<file path="src/hdl/calendar_timestamp_stepper_assert.svh">
// Assertion macros for the calendar timestamp stepper.
// Included by files that check their own logic; needs no package.
`ifndef CALENDAR_TIMESTAMP_STEPPER_ASSERT_SVH
`define CALENDAR_TIMESTAMP_STEPPER_ASSERT_SVH

// Same-cycle implication, disabled while reset is asserted.
`define CTS_ASSERT_IMP(name, clk, rst_n, ante, cons) \
  name: assert property (@(posedge clk) disable iff (!rst_n) (ante) |-> (cons)) \
    else $error("calendar_timestamp_stepper: assertion failed");

// Next-cycle implication, disabled while reset is asserted.
`define CTS_ASSERT_NXT(name, clk, rst_n, ante, cons) \
  name: assert property (@(posedge clk) disable iff (!rst_n) (ante) |=> (cons)) \
    else $error("calendar_timestamp_stepper: assertion failed");

`endif

</file>
<file path="src/hdl/cts_pkg.sv">
// Types, constants and calendar helpers for the calendar timestamp stepper.
// No dependencies; used by every module of the block.
`default_nettype none

package cts_pkg;

  localparam logic [13:0] YEAR_MIN      = 14'd1900;
  localparam logic [13:0] YEAR_MAX      = 14'd9999;
  localparam logic [6:0]  CENT_RESET    = 7'd19;
  localparam logic [6:0]  YY_LAST       = 7'd99;
  localparam logic [3:0]  MONTH_FIRST   = 4'd1;
  localparam logic [3:0]  MONTH_LAST    = 4'd12;
  localparam logic [4:0]  DAY_FIRST     = 5'd1;
  localparam logic [4:0]  HOUR_LAST     = 5'd23;
  localparam logic [5:0]  MINSEC_LAST   = 6'd59;
  localparam logic [6:0]  SEC_PER_MIN   = 7'd60;
  localparam logic [5:0]  HOURS_PER_DAY = 6'd24;
  localparam logic [16:0] SEC_PER_DAY   = 17'd86400;
  localparam logic [16:0] SEC_PER_HOUR  = 17'd3600;
  localparam logic [16:0] SEC_PER_MIN_W = 17'd60;
  localparam logic [13:0] YEARS_PER_CENT = 14'd100;

  // Reciprocals for the step and start-year split: q = (x * RECIP) >> SHIFT.
  // Exact for step up to 86400, remainder below 3600 and year up to 9999.
  localparam logic [15:0] HOUR_RECIP = 16'd37283;
  localparam int unsigned HOUR_SHIFT = 27;
  localparam logic [14:0] MIN_RECIP  = 15'd17477;
  localparam int unsigned MIN_SHIFT  = 20;
  localparam logic [12:0] CENT_RECIP = 13'd5243;
  localparam int unsigned CENT_SHIFT = 19;

  localparam logic [4:0] DAYS_31 = 5'd31;
  localparam logic [4:0] DAYS_30 = 5'd30;
  localparam logic [4:0] DAYS_29 = 5'd29;
  localparam logic [4:0] DAYS_28 = 5'd28;

  typedef enum logic [2:0] {
    REG_START_YEAR   = 3'd0,
    REG_START_MONTH  = 3'd1,
    REG_START_DAY    = 3'd2,
    REG_START_HOUR   = 3'd3,
    REG_START_MINUTE = 3'd4,
    REG_START_SECOND = 3'd5,
    REG_STEP_SECONDS = 3'd6,
    REG_SENSOR_COUNT = 3'd7
  } reg_idx_e;

  // Step / start-year split sequencer.
  typedef enum logic [4:0] {
    SPLIT_IDLE  = 5'b00001,
    SPLIT_QUOT  = 5'b00010,  // hour and century quotients
    SPLIT_REM   = 5'b00100,  // take them back out
    SPLIT_MQUOT = 5'b01000,  // minute quotient
    SPLIT_MREM  = 5'b10000   // seconds remainder
  } split_state_e;

  // Date and time; year is also carried split into century and year of century.
  typedef struct packed {
    logic [13:0] year;
    logic [6:0]  cent;
    logic [6:0]  yy;
    logic [3:0]  month;
    logic [4:0]  day;
    logic [4:0]  hour;
    logic [5:0]  minute;
    logic [5:0]  second;
  } stamp_t;

  typedef struct packed {
    stamp_t      start;     // already saturated
    logic [4:0]  step_h;
    logic [5:0]  step_m;
    logic [5:0]  step_s;
    logic [6:0]  sensor_n;  // 1..MAX_SENSORS
    logic        busy;      // split running, values not settled
  } cfg_t;

  typedef struct packed {
    logic [6:0] sensor_id;
    logic [6:0] count;
  } emit_stat_t;

  function automatic logic is_leap(input logic [6:0] cent, input logic [6:0] yy);
    logic res;
    if (yy == 7'd0) res = (cent[1:0] == 2'd0);
    else            res = (yy[1:0] == 2'd0);
    return res;
  endfunction

  function automatic logic [4:0] days_in(input logic [3:0] month, input logic leap);
    logic [4:0] res;
    unique case (month)
      4'd2:                      res = leap ? DAYS_29 : DAYS_28;
      4'd4, 4'd6, 4'd9, 4'd11:   res = DAYS_30;
      default:                   res = DAYS_31;
    endcase
    return res;
  endfunction

endpackage

`default_nettype wire

</file>
<file path="src/hdl/calendar_timestamp_stepper.sv">
// Top level of the calendar timestamp stepper: register file, time core, emitter.
// Depends on cts_pkg, cts_cfg_regs, cts_time_core, cts_emitter and the assert header.
//
//  Channel   Dir   Handshake                  Content
//  s_axis    in    tvalid/tready              tdata[0] advance (0 load start, 1 add step)
//  m_axis    out   tvalid/tready, tlast       tdata: id, y, mo, d, h, mi, s; tlast on final
//  apb       in    psel/penable/pwrite/pready 8 registers at byte address 4*i, 32-bit data
//
//  Each item updates the time in the cycle it is transferred in and then yields
//  sensor_count records (1..MAX_SENSORS), one per cycle while m_axis_tready is
//  high, from the result register. The next item is taken in the cycle the final
//  record of the previous one leaves. A write to start_year or step_seconds
//  starts a split into h/m/s and century/year; s_axis_tready is low during it.
//  Reset is asynchronous; no clearing pass. m_axis stalls hold the record in place.
`default_nettype none

module calendar_timestamp_stepper #(
  parameter int unsigned MAX_SENSORS = 64
) (
  input  logic        clk_i,
  input  logic        rst_ni,
  // input stream
  input  logic        s_axis_tvalid,
  output logic        s_axis_tready,
  input  logic [7:0]  s_axis_tdata,   // [0] advance, [7:1] zero
  // result stream
  output logic        m_axis_tvalid,
  input  logic        m_axis_tready,
  output logic [47:0] m_axis_tdata,   // [6:0] sensor_id, [20:7] out_year, [24:21] out_month,
                                      // [29:25] out_day, [34:30] out_hour,
                                      // [40:35] out_minute, [46:41] out_second, [47] zero
  output logic        m_axis_tlast,
  // configuration
  input  logic        psel,
  input  logic        penable,
  input  logic        pwrite,
  input  logic [4:0]  paddr,
  input  logic [31:0] pwdata,
  output logic [31:0] prdata,
  output logic        pready
);

  cts_pkg::cfg_t       cfg;
  cts_pkg::stamp_t     next_stamp;
  cts_pkg::emit_stat_t emit_stat;
  logic                emit_free;
  logic                accept;

  // assertion helpers
  logic                rec_mid_xfer;
  logic [6:0]          rec_id;
  logic                tod_ok;

  // Input is gated only by the result register and the config split.
  assign s_axis_tready = emit_free && !cfg.busy;
  assign accept        = s_axis_tvalid && s_axis_tready;

  cts_cfg_regs #(
    .MAX_SENSORS (MAX_SENSORS)
  ) u_cfg (
    .clk_i   (clk_i),
    .rst_ni  (rst_ni),
    .psel    (psel),
    .penable (penable),
    .pwrite  (pwrite),
    .paddr   (paddr),
    .pwdata  (pwdata),
    .prdata  (prdata),
    .pready  (pready),
    .cfg_o   (cfg)
  );

  cts_time_core u_core (
    .clk_i     (clk_i),
    .rst_ni    (rst_ni),
    .load_i    (accept),
    .advance_i (s_axis_tdata[0]),
    .cfg_i     (cfg),
    .next_o    (next_stamp)
  );

  cts_emitter u_emit (
    .clk_i         (clk_i),
    .rst_ni        (rst_ni),
    .load_i        (accept),
    .stamp_i       (next_stamp),
    .count_i       (cfg.sensor_n),
    .free_o        (emit_free),
    .m_axis_tvalid (m_axis_tvalid),
    .m_axis_tready (m_axis_tready),
    .m_axis_tdata  (m_axis_tdata),
    .m_axis_tlast  (m_axis_tlast),
    .stat_o        (emit_stat)
  );

  assign rec_mid_xfer = m_axis_tvalid && m_axis_tready && !m_axis_tlast;
  assign rec_id       = emit_stat.sensor_id;
  assign tod_ok       = (m_axis_tdata[34:30] <= cts_pkg::HOUR_LAST) &&
                        (m_axis_tdata[40:35] <= cts_pkg::MINSEC_LAST) &&
                        (m_axis_tdata[46:41] <= cts_pkg::MINSEC_LAST);

`include "calendar_timestamp_stepper_assert.svh"

  // no transfer while the step/year split is settling
`CTS_ASSERT_IMP(a_no_accept_busy, clk_i, rst_ni, cfg.busy, !s_axis_tready)
  // final record carries the id equal to the record count
`CTS_ASSERT_IMP(a_last_id, clk_i, rst_ni, m_axis_tvalid && m_axis_tlast, rec_id == emit_stat.count)
  // a non-final transfer is followed by the next id
`CTS_ASSERT_NXT(a_id_step, clk_i, rst_ni, rec_mid_xfer, m_axis_tvalid && (rec_id == $past(rec_id) + 7'd1))
  // time of day always in range
`CTS_ASSERT_IMP(a_tod_range, clk_i, rst_ni, m_axis_tvalid, tod_ok)

endmodule

`default_nettype wire

</file>
<file path="src/hdl/cts_cfg_regs.sv">
// APB register file of the calendar timestamp stepper, with the sequencer that
// splits step and start year into h/m/s and century/year. Depends on cts_pkg.
`default_nettype none

module cts_cfg_regs #(
  parameter int unsigned MAX_SENSORS = 64
) (
  input  logic           clk_i,
  input  logic           rst_ni,
  input  logic           psel,
  input  logic           penable,
  input  logic           pwrite,
  input  logic [4:0]     paddr,
  input  logic [31:0]    pwdata,
  output logic [31:0]    prdata,
  output logic           pready,
  output cts_pkg::cfg_t  cfg_o
);

  logic [13:0] year_raw_q;
  logic [3:0]  month_raw_q;
  logic [4:0]  day_raw_q;
  logic [4:0]  hour_raw_q;
  logic [5:0]  min_raw_q;
  logic [5:0]  sec_raw_q;
  logic [16:0] step_raw_q;
  logic [6:0]  count_raw_q;

  logic [13:0] year_clamp_d, year_clamp_q;
  logic [16:0] step_clamp_d, step_clamp_q;
  logic [6:0]  count_clamp_d, count_clamp_q;
  logic [6:0]  max_n;

  cts_pkg::split_state_e split_q;
  logic                  busy;
  logic [13:0] yr_rem_q;
  logic [6:0]  cent_q;
  logic [16:0] st_rem_q;
  logic [4:0]  step_h_q;
  logic [5:0]  step_m_q;

  logic               wr_en, wr_year, wr_step;
  cts_pkg::reg_idx_e  idx;
  logic [32:0]        hour_prod;
  logic [26:0]        cent_prod;
  logic [26:0]        min_prod;
  logic [4:0]         hour_quo;
  logic [6:0]         cent_quo;
  logic [5:0]         min_quo;

  logic [3:0] mon_c;
  logic [4:0] dim;

  assign pready  = 1'b1;
  assign idx     = cts_pkg::reg_idx_e'(paddr[4:2]);
  assign wr_en   = psel & penable & pwrite;
  assign wr_year = wr_en && (idx == cts_pkg::REG_START_YEAR);
  assign wr_step = wr_en && (idx == cts_pkg::REG_STEP_SECONDS);
  assign max_n   = 7'(MAX_SENSORS);
  assign busy    = (split_q != cts_pkg::SPLIT_IDLE);

  always_comb begin
    if (pwdata[13:0] < cts_pkg::YEAR_MIN)      year_clamp_d = cts_pkg::YEAR_MIN;
    else if (pwdata[13:0] > cts_pkg::YEAR_MAX) year_clamp_d = cts_pkg::YEAR_MAX;
    else                                       year_clamp_d = pwdata[13:0];
    if (pwdata[16:0] > cts_pkg::SEC_PER_DAY) step_clamp_d = cts_pkg::SEC_PER_DAY;
    else                                     step_clamp_d = pwdata[16:0];
    if (pwdata[6:0] == 7'd0)     count_clamp_d = 7'd1;
    else if (pwdata[6:0] > max_n) count_clamp_d = max_n;
    else                          count_clamp_d = pwdata[6:0];
  end

  always_ff @(posedge clk_i or negedge rst_ni) begin
    if (!rst_ni) begin
      year_raw_q    <= 14'd2022;
      month_raw_q   <= 4'd1;
      day_raw_q     <= 5'd1;
      hour_raw_q    <= 5'd0;
      min_raw_q     <= 6'd0;
      sec_raw_q     <= 6'd0;
      step_raw_q    <= 17'd30;
      count_raw_q   <= 7'd1;
      year_clamp_q  <= 14'd2022;
      step_clamp_q  <= 17'd30;
      count_clamp_q <= 7'd1;
    end else if (wr_en) begin
      unique case (idx)
        cts_pkg::REG_START_YEAR: begin
          year_raw_q   <= pwdata[13:0];
          year_clamp_q <= year_clamp_d;
        end
        cts_pkg::REG_START_MONTH:  month_raw_q <= pwdata[3:0];
        cts_pkg::REG_START_DAY:    day_raw_q   <= pwdata[4:0];
        cts_pkg::REG_START_HOUR:   hour_raw_q  <= pwdata[4:0];
        cts_pkg::REG_START_MINUTE: min_raw_q   <= pwdata[5:0];
        cts_pkg::REG_START_SECOND: sec_raw_q   <= pwdata[5:0];
        cts_pkg::REG_STEP_SECONDS: begin
          step_raw_q   <= pwdata[16:0];
          step_clamp_q <= step_clamp_d;
        end
        cts_pkg::REG_SENSOR_COUNT: begin
          count_raw_q   <= pwdata[6:0];
          count_clamp_q <= count_clamp_d;
        end
        default: ;
      endcase
    end
  end

  // Division by fixed constants through reciprocal multiplication.
  always_comb begin
    hour_prod = 33'(st_rem_q) * 33'(cts_pkg::HOUR_RECIP);
    cent_prod = 27'(yr_rem_q) * 27'(cts_pkg::CENT_RECIP);
    min_prod  = 27'(st_rem_q[11:0]) * 27'(cts_pkg::MIN_RECIP);
    hour_quo  = 5'(hour_prod >> cts_pkg::HOUR_SHIFT);
    cent_quo  = 7'(cent_prod >> cts_pkg::CENT_SHIFT);
    min_quo   = 6'(min_prod >> cts_pkg::MIN_SHIFT);
  end

  // Four steps: hour/century quotient, remainder, minute quotient, seconds.
  always_ff @(posedge clk_i or negedge rst_ni) begin
    if (!rst_ni) begin
      split_q  <= cts_pkg::SPLIT_IDLE;
      yr_rem_q <= 14'd22;
      cent_q   <= 7'd20;
      st_rem_q <= 17'd30;
      step_h_q <= 5'd0;
      step_m_q <= 6'd0;
    end else if (wr_year || wr_step) begin
      split_q  <= cts_pkg::SPLIT_QUOT;
      yr_rem_q <= wr_year ? year_clamp_d : year_clamp_q;
      st_rem_q <= wr_step ? step_clamp_d : step_clamp_q;
    end else begin
      unique case (split_q)
        cts_pkg::SPLIT_QUOT: begin
          step_h_q <= hour_quo;
          cent_q   <= cent_quo;
          split_q  <= cts_pkg::SPLIT_REM;
        end
        cts_pkg::SPLIT_REM: begin
          st_rem_q <= st_rem_q - 17'(step_h_q) * cts_pkg::SEC_PER_HOUR;
          yr_rem_q <= yr_rem_q - 14'(cent_q) * cts_pkg::YEARS_PER_CENT;
          split_q  <= cts_pkg::SPLIT_MQUOT;
        end
        cts_pkg::SPLIT_MQUOT: begin
          step_m_q <= min_quo;
          split_q  <= cts_pkg::SPLIT_MREM;
        end
        cts_pkg::SPLIT_MREM: begin
          st_rem_q <= st_rem_q - 17'(step_m_q) * cts_pkg::SEC_PER_MIN_W;
          split_q  <= cts_pkg::SPLIT_IDLE;
        end
        default: ;
      endcase
    end
  end

  always_comb begin
    unique case (idx)
      cts_pkg::REG_START_YEAR:   prdata = 32'(year_raw_q);
      cts_pkg::REG_START_MONTH:  prdata = 32'(month_raw_q);
      cts_pkg::REG_START_DAY:    prdata = 32'(day_raw_q);
      cts_pkg::REG_START_HOUR:   prdata = 32'(hour_raw_q);
      cts_pkg::REG_START_MINUTE: prdata = 32'(min_raw_q);
      cts_pkg::REG_START_SECOND: prdata = 32'(sec_raw_q);
      cts_pkg::REG_STEP_SECONDS: prdata = 32'(step_raw_q);
      cts_pkg::REG_SENSOR_COUNT: prdata = 32'(count_raw_q);
      default:                   prdata = 32'd0;
    endcase
  end

  // Saturated start time.
  always_comb begin
    if (month_raw_q == 4'd0)                   mon_c = cts_pkg::MONTH_FIRST;
    else if (month_raw_q > cts_pkg::MONTH_LAST) mon_c = cts_pkg::MONTH_LAST;
    else                                        mon_c = month_raw_q;
    dim = cts_pkg::days_in(mon_c, cts_pkg::is_leap(cent_q, yr_rem_q[6:0]));

    cfg_o.start.year  = year_clamp_q;
    cfg_o.start.cent  = cent_q;
    cfg_o.start.yy    = yr_rem_q[6:0];
    cfg_o.start.month = mon_c;
    if (day_raw_q == 5'd0)  cfg_o.start.day = cts_pkg::DAY_FIRST;
    else if (day_raw_q > dim) cfg_o.start.day = dim;
    else                      cfg_o.start.day = day_raw_q;
    cfg_o.start.hour   = (hour_raw_q > cts_pkg::HOUR_LAST) ? cts_pkg::HOUR_LAST : hour_raw_q;
    cfg_o.start.minute = (min_raw_q > cts_pkg::MINSEC_LAST) ? cts_pkg::MINSEC_LAST : min_raw_q;
    cfg_o.start.second = (sec_raw_q > cts_pkg::MINSEC_LAST) ? cts_pkg::MINSEC_LAST : sec_raw_q;
    cfg_o.step_h   = step_h_q;
    cfg_o.step_m   = step_m_q;
    cfg_o.step_s   = st_rem_q[5:0];
    cfg_o.sensor_n = count_clamp_q;
    cfg_o.busy     = busy;
  end

endmodule

`default_nettype wire

</file>
<file path="src/hdl/cts_time_core.sv">
// Current date/time register and its next-value logic (load start or add step).
// Depends on cts_pkg.
`default_nettype none

module cts_time_core (
  input  logic            clk_i,
  input  logic            rst_ni,
  input  logic            load_i,
  input  logic            advance_i,
  input  cts_pkg::cfg_t   cfg_i,
  output cts_pkg::stamp_t next_o
);

  cts_pkg::stamp_t cur_q, adv;

  logic [6:0] sec_sum, min_sum;
  logic [5:0] hr_sum;
  logic       c_sec, c_min, c_day;
  logic [4:0] dim;
  logic       day_wrap, mon_wrap, yy_wrap, overflow;

  always_comb begin
    sec_sum = 7'(cur_q.second) + 7'(cfg_i.step_s);
    c_sec   = (sec_sum >= cts_pkg::SEC_PER_MIN);
    min_sum = 7'(cur_q.minute) + 7'(cfg_i.step_m) + 7'(c_sec);
    c_min   = (min_sum >= cts_pkg::SEC_PER_MIN);
    hr_sum  = 6'(cur_q.hour) + 6'(cfg_i.step_h) + 6'(c_min);
    c_day   = (hr_sum >= cts_pkg::HOURS_PER_DAY);

    dim      = cts_pkg::days_in(cur_q.month, cts_pkg::is_leap(cur_q.cent, cur_q.yy));
    day_wrap = (cur_q.day >= dim);
    mon_wrap = (cur_q.month >= cts_pkg::MONTH_LAST);
    yy_wrap  = (cur_q.yy == cts_pkg::YY_LAST);
    overflow = c_day && day_wrap && mon_wrap && (cur_q.year == cts_pkg::YEAR_MAX);

    adv        = cur_q;
    adv.second = c_sec ? 6'(sec_sum - cts_pkg::SEC_PER_MIN) : sec_sum[5:0];
    adv.minute = c_min ? 6'(min_sum - cts_pkg::SEC_PER_MIN) : min_sum[5:0];
    adv.hour   = c_day ? 5'(hr_sum - cts_pkg::HOURS_PER_DAY) : hr_sum[4:0];
    if (c_day) begin
      if (!day_wrap) begin
        adv.day = cur_q.day + 5'd1;
      end else begin
        adv.day = cts_pkg::DAY_FIRST;
        if (!mon_wrap) begin
          adv.month = cur_q.month + 4'd1;
        end else begin
          adv.month = cts_pkg::MONTH_FIRST;
          adv.year  = cur_q.year + 14'd1;
          adv.yy    = yy_wrap ? 7'd0 : cur_q.yy + 7'd1;
          adv.cent  = yy_wrap ? cur_q.cent + 7'd1 : cur_q.cent;
        end
      end
    end
    // hold at 9999-12-31 23:59:59
    if (overflow) begin
      adv.year   = cts_pkg::YEAR_MAX;
      adv.cent   = cts_pkg::YY_LAST;
      adv.yy     = cts_pkg::YY_LAST;
      adv.month  = cts_pkg::MONTH_LAST;
      adv.day    = cts_pkg::DAYS_31;
      adv.hour   = cts_pkg::HOUR_LAST;
      adv.minute = cts_pkg::MINSEC_LAST;
      adv.second = cts_pkg::MINSEC_LAST;
    end

    next_o = advance_i ? adv : cfg_i.start;
  end

  always_ff @(posedge clk_i or negedge rst_ni) begin
    if (!rst_ni) begin
      cur_q.year   <= cts_pkg::YEAR_MIN;
      cur_q.cent   <= cts_pkg::CENT_RESET;
      cur_q.yy     <= 7'd0;
      cur_q.month  <= cts_pkg::MONTH_FIRST;
      cur_q.day    <= cts_pkg::DAY_FIRST;
      cur_q.hour   <= 5'd0;
      cur_q.minute <= 6'd0;
      cur_q.second <= 6'd0;
    end else if (load_i) begin
      cur_q <= next_o;
    end
  end

endmodule

`default_nettype wire

</file>
<file path="src/hdl/cts_emitter.sv">
// Result register: repeats one timestamp as sensor_count records, one per cycle while m_axis_tready is high.
// Depends on cts_pkg.
`default_nettype none

module cts_emitter (
  input  logic                clk_i,
  input  logic                rst_ni,
  input  logic                load_i,
  input  cts_pkg::stamp_t     stamp_i,
  input  logic [6:0]          count_i,
  output logic                free_o,
  output logic                m_axis_tvalid,
  input  logic                m_axis_tready,
  output logic [47:0]         m_axis_tdata,
  output logic                m_axis_tlast,
  output cts_pkg::emit_stat_t stat_o
);

  logic            valid_q, last_q;
  logic [6:0]      id_q, count_q;
  cts_pkg::stamp_t stamp_q;
  logic            xfer;

  assign xfer   = valid_q & m_axis_tready;
  assign free_o = !valid_q || (xfer && last_q);

  always_ff @(posedge clk_i or negedge rst_ni) begin
    if (!rst_ni) begin
      valid_q <= 1'b0;
      last_q  <= 1'b0;
      id_q    <= 7'd0;
      count_q <= 7'd0;
    end else if (load_i) begin
      valid_q <= 1'b1;
      id_q    <= 7'd1;
      count_q <= count_i;
      last_q  <= (count_i == 7'd1);
    end else if (xfer) begin
      if (last_q) begin
        valid_q <= 1'b0;
      end else begin
        id_q   <= id_q + 7'd1;
        last_q <= ((id_q + 7'd1) == count_q);
      end
    end
  end

  always_ff @(posedge clk_i) begin
    if (load_i) stamp_q <= stamp_i;
  end

  assign m_axis_tvalid = valid_q;
  assign m_axis_tlast  = last_q;
  assign m_axis_tdata  = {1'b0, stamp_q.second, stamp_q.minute, stamp_q.hour,
                          stamp_q.day, stamp_q.month, stamp_q.year, id_q};
  assign stat_o.sensor_id = id_q;
  assign stat_o.count     = count_q;

endmodule

`default_nettype wire
</file>
<file path="config.mk">
export PLATFORM = sky130hd
export DESIGN_NAME = calendar_timestamp_stepper
export DESIGN_NICKNAME = d
export VERILOG_FILES = /design/src/hdl/cts_pkg.sv /design/src/hdl/calendar_timestamp_stepper.sv /design/src/hdl/cts_cfg_regs.sv /design/src/hdl/cts_time_core.sv /design/src/hdl/cts_emitter.sv
export VERILOG_INCLUDE_DIRS = /design/src /design/src/hdl
export SDC_FILE = /design/constraint.sdc
export NUM_CORES = 1
export LEC_CHECK = 0
export ABC_AREA = 1
export BUFFER_PORTS_ARGS = -buffer_cell sky130_fd_sc_hd__clkbuf_2
export CELL_PAD_IN_SITES_DETAIL_PLACEMENT = 0
export CELL_PAD_IN_SITES_GLOBAL_PLACEMENT = 1
export CORE_UTILIZATION = 45
export CTS_BUF_LIST = sky130_fd_sc_hd__clkbuf_4 sky130_fd_sc_hd__clkbuf_8
export DETAILED_ROUTE_END_ITERATION = 8
export GPL_TIMING_DRIVEN = 0
export PLACE_DENSITY_LB_ADDON = 0.1
export SETUP_SLACK_MARGIN = 0.2
export SYNTH_ARGS = -nofsm -noshare
export SYNTH_HDL_FRONTEND = slang
export SYNTH_HIERARCHICAL = 1
export SYNTH_SLANG_ARGS = --single-unit
export TNS_END_PERCENT = 20
</file>
<file path="constraint.sdc">
create_clock -name clk_i -period 12.5 [get_ports clk_i]
set_clock_uncertainty 0.1 [all_clocks]
set_input_delay 0.625 -clock clk_i [delete_from_list [all_inputs] [get_ports clk_i]]
set_output_delay 0.625 -clock clk_i [all_outputs]
set_load 0.02 [all_outputs]
</file>
== Word level (Yosys, flattened, before mapping) ==
Cells that the tools add are included.
Widths: inputs -> output; s select.

* Bits in registers: 266
* Bits in latches: 0
* RAM bits: 0
* ROM bits: 0
* Input bits: 52
* Output and inout port bits: 84
* Memories: 0

* Add/subtract/negate cells: 17
* Multiply operators: 6
* Divide/modulo/power cells: 0
* Magnitude comparators: 14
* Equal/unequal tests: 31
* Shift operators: 0
* Mux-type cells: 48
* Bitwise gates (word level): 4
* Reductions and logical operators: 43

{| class="wikitable"
|+ Operator list
! kind !! number
|-
| $pmux 32 s8 || 1
|-
| $mux 54 || 2
|-
| $mux 14 || 5
|-
| $mux 17 || 3
|-
| $mux 7 || 7
|-
| $mux 37 || 1
|-
| $pmux 17 s2 || 1
|-
| $mul 17x16->32 const B || 1
|-
| $mux 32 || 1
|-
| $mux 5 || 6
|-
| $mux 28 || 1
|-
| $mul 12x15->26 const B || 1
|-
| $mul 14x13->26 const B || 1
|-
| $mux 6 || 4
|-
| $reduce_and 2->1 || 12
|-
| $add 7x1->7 const B || 3
|-
| $logic_not 7->1 || 3
|-
| $pmux 5 s2 || 2
|-
| $pmux 5 s4 || 1
|-
| $gt 17x17->1 const B || 1
|-
| $sub 17x12->17 || 1
|-
| $sub 17x17->17 || 1
|-
| $eq 4x3->1 const B || 4
|-
| $eq 4x4->1 const B || 4
|-
| other kinds (56) || 96
|}

== Logic depth before layout (Yosys ltp) ==
* Depth in word-level cells: 11
* Mapped depth: 42
* Depth with buffers taken out: 40

== Modules after synthesis ==
The synthesis kept the hierarchy.

{| class="wikitable"
|+ Modules (own cells, without submodules)
! module !! instances !! cells each !! area each (µm²) !! seq. area each (µm²)
|-
| cts_cfg_regs || 1 || 2702 || 20878.8 || 3951.3
|-
| cts_time_core || 1 || 888 || 5481.5 || 1366.3
|-
| cts_emitter || 1 || 168 || 2140.8 || 1601.5
|-
| calendar_timestamp_stepper || 1 || 5 || 23.8 || 0.0
|}

== Worst setup path before layout ==
No wires, ideal clock.

* Path type: reg-to-reg
* From: reg u_cfg.st_rem_q[1]
* To: reg u_emit.stamp_q (netlist bit u_emit/m_axis_tdata[8]) (data pin)
* Arrival time: 5.300 ns
* Required time: 12.145 ns
* Path slack: 6.846 ns
* Cell stages (with the launch flop): 36
* Clock period less this slack: 5.654 ns
* Path through: dfstp_2 -> buf_4 -> inv_1 -> fa_1 -> xnor2_1 -> ha_1 -> nand4_1 -> o21ai_0 -> nand2_1 -> nand2_1 -> inv_1 -> fa_1 -> inv_1 -> fa_1 -> nand2_1 -> inv_1 -> nor2_1 -> ha_1 -> nand2_1 -> a21oi_1 -> nand2_1 -> nand2_1 -> fa_1 -> fa_1 -> nand3_1 -> nand2_1 -> nand2_1 -> nand2_1 -> nand2_2 -> nand2_4 -> buf_6 -> nand3_1 -> inv_1 -> nand2_1 -> nand3_1 -> and2_1

{| class="wikitable"
|+ RTL lines
! what !! line !! text
|-
| start, declared || cts_cfg_regs.sv:38 || <nowiki>logic [16:0] st_rem_q;</nowiki>
|-
| start signal, assigned || cts_cfg_regs.sv:132 || <nowiki>st_rem_q <= wr_step ? step_clamp_d : step_clamp_q;</nowiki>
|-
| start signal, assigned || cts_cfg_regs.sv:141 || <nowiki>st_rem_q <= st_rem_q - 17'(step_h_q) * cts_pkg::SEC_PER_HOUR;</nowiki>
|-
| start signal, assigned || cts_cfg_regs.sv:150 || <nowiki>st_rem_q <= st_rem_q - 17'(step_m_q) * cts_pkg::SEC_PER_MIN_W;</nowiki>
|-
| end signal, assigned || cts_emitter.sv:49 || <nowiki>if (load_i) stamp_q <= stamp_i;</nowiki>
|-
| end, declared || cts_emitter.sv:21 || <nowiki>cts_pkg::stamp_t stamp_q;</nowiki>
|}

==> out/qor.txt <==
Routed length per instance: 16.9 um
Height of the die: 251 um
Clk root buf: clkbuf_8
Clock sink total: 261
Share of cells above drive strength 1: 9.96%
Vias per cell: 5.03
Max Cap Viol: 0
Layout area overhead: 9.87%
Worst path required time: 12.78 ns
Gpl congestion: 0.909
Slew headroom: 34.6%
Port Buf Inserts: 92
CTS Buffer Depth: 3
Tmin final: 6.95 ns
Tcrit/Tclk final: 55.6%
Die area: 0.0632 mm^2
CP Class: reg2reg
Die X: 251 um
Syn. warnings: 6
FF-to-FF setup slack: 5.55 ns
Core area: 0.0616 mm^2
Syn Std Cell Area: 0.0280 mm^2
Final setup fails: 0
Final-report hold violation count: 0
Most frequent CP cell: nand2_1
Site Rows: 91
Via count: 23688
Crit-path max FO: 10
Worst Setup End Kind: register
GRT Total Usage: 26.1%
H-Tree Depth: 2
Top delay family on crit path: adder cells
I/O pin count: 136
HPWL after DPL: 64.5 mm
Initial core utilization: 45.4%
Worst path depth: 37
Slew Limit Fails: 0
DR DRC count: 0
Iter 0 DRT Violations: 1417
Clock latency on the worst-skew pair: 0.65 ns
Fmax: 144 MHz
Syn avg cell area: 7.62 um^2
Largest net degree at the start of global routing: 90
Max stage delay cell, worst path: dfrtp_1
Setup Buffers After CTS: 0
Slowest stage delay, CP: 0.78 ns
Min-delay worst type: in2reg
TritonCTS clock tree: done
Outcome: completed
CTS clock-pin slew for the worst setup and hold paths: 0.06 ns
Bufs and invs on worst path: 8
RSZ-0062 raised after global routing: false
Worst Setup Start Kind: register
Hold depth: 2
Vias in the first global route: 23272
Setup TNS: 0 ns
Syn Inst Count: 3675
First drt pass iteration count: 7
Total grt overflow: 0
Final ANT Viol Nets: 0
Total CTS buffers: 49
Worst Tran Pin Value: 0.981 ns
Critical Path AT: 7.23 ns
WL final: 79.8 mm
R2R depth: 37
Final net count: 4467
Initial antenna violation count: 2
Fillers: 6282
First-pass GRT wire length: 129 mm
==> path summary, 6_finish.rpt <==
check                                          from                       to
worst min register to register  u_cfg/step_raw_q[3]      u_cfg/step_raw_q[3]
max in group asynchronous                    rst_ni          u_cfg/cent_q[4]
worst max-delay path              u_cfg/st_rem_q[0]  u_emit/m_axis_tdata[38]
min in group asynchronous                    rst_ni           u_emit/id_q[6]
worst min-delay path                     pwdata[13]   u_cfg/year_clamp_q[12]
worst max register to register    u_cfg/st_rem_q[0]  u_emit/m_axis_tdata[38]
==> layout by cell type (no fill, tap or decap), drive strengths merged, types with 40 or more instances in the layout <==
cell       n
nand4     52
a21oi    126
buf       81
inv      664
nand2   1019
nor2     204
ha       423
clkbuf   200
edfxtp    40
dfrtp    172
dfstp     49
fa       156
o21ai    173
nand3    240
==> layer usage <==
layer / vias to the layer above / global-route usage (%) / wire (um) / share of wire (%)
met5: - / 0 / 0 / 0
met4: 0 / 5.49 / 1420 / 1.8
met3: 84 / 2.79 / 3370 / 4.2
met2: 478 / 41.4 / 35600 / 45
met1: 11118 / 38.1 / 39500 / 49
li1: 12008 / - / - / -
==> worst reg2reg max path, delay by kind of cell, from the launching register on <==
family / cells / cell delay [ns]
buf+inv: 8 / 0.96
xor+xnor: 1 / 0.39
simple gates: 18 / 1.80
compound gates: 2 / 0.14
flops: 1 / 0.78
fa+ha+maj: 8 / 2.57
==> flip-flops by register name (all words and copies together), names as in the netlist, 6 cells and up <==
name	cells
u_core/cur_q	49
u_emit/m_axis_tdata	40
u_cfg/st_rem_q	17
u_cfg/step_clamp_q	17
u_cfg/step_raw_q	17
u_cfg/year_clamp_q	14
u_cfg/year_raw_q	14
u_cfg/yr_rem_q	14
u_cfg/cent_q	7
u_cfg/count_clamp_q	7
u_cfg/count_raw_q	7
u_emit/count_q	7
u_emit/id_q	7
u_cfg/min_raw_q	6
u_cfg/sec_raw_q	6
u_cfg/step_m_q	6
==> stage by stage <==
stage / instances / util [%] / hold WS [ns] / setup slack (ns) / cell area (um^2)
floorplan: 3689 / - / 0.229 / 6.85 / 28000
global placement: 4618 / 48.0 / 0.357 / 5.54 / 29600
detailed placement: 4621 / 48.1 / 0.360 / 5.57 / 29600
CTS: 4713 / 49.9 / 0.172 / 5.56 / 30800
global route: 4714 / 49.9 / 0.188 / 5.15 / 30800
finish: 4714 / 49.9 / 0.218 / 5.55 / 30800
==> what timing repair did <==
action,CTS,global route
endpoints found under the hold margin,39,0
resized for setup,0,0
hold buffers,1,0
==> cell type report <==
class                   count  area, um^2  area share [%]
inverters                 665        2510            8.16
plain buffers             116         706            2.29
multi-input cells        2647       18000            58.7
diodes                      1        2.50         0.00814
clock buffers              70         863            2.81
clock inverters            21         239           0.777
well taps                 837        1050            3.40
flip-flops and latches    261        6790            22.1
repair buffers             96         554            1.80
Power is not shown: default switching activity piles up to over one toggle a cycle in this logic, so the estimate is an artifact.
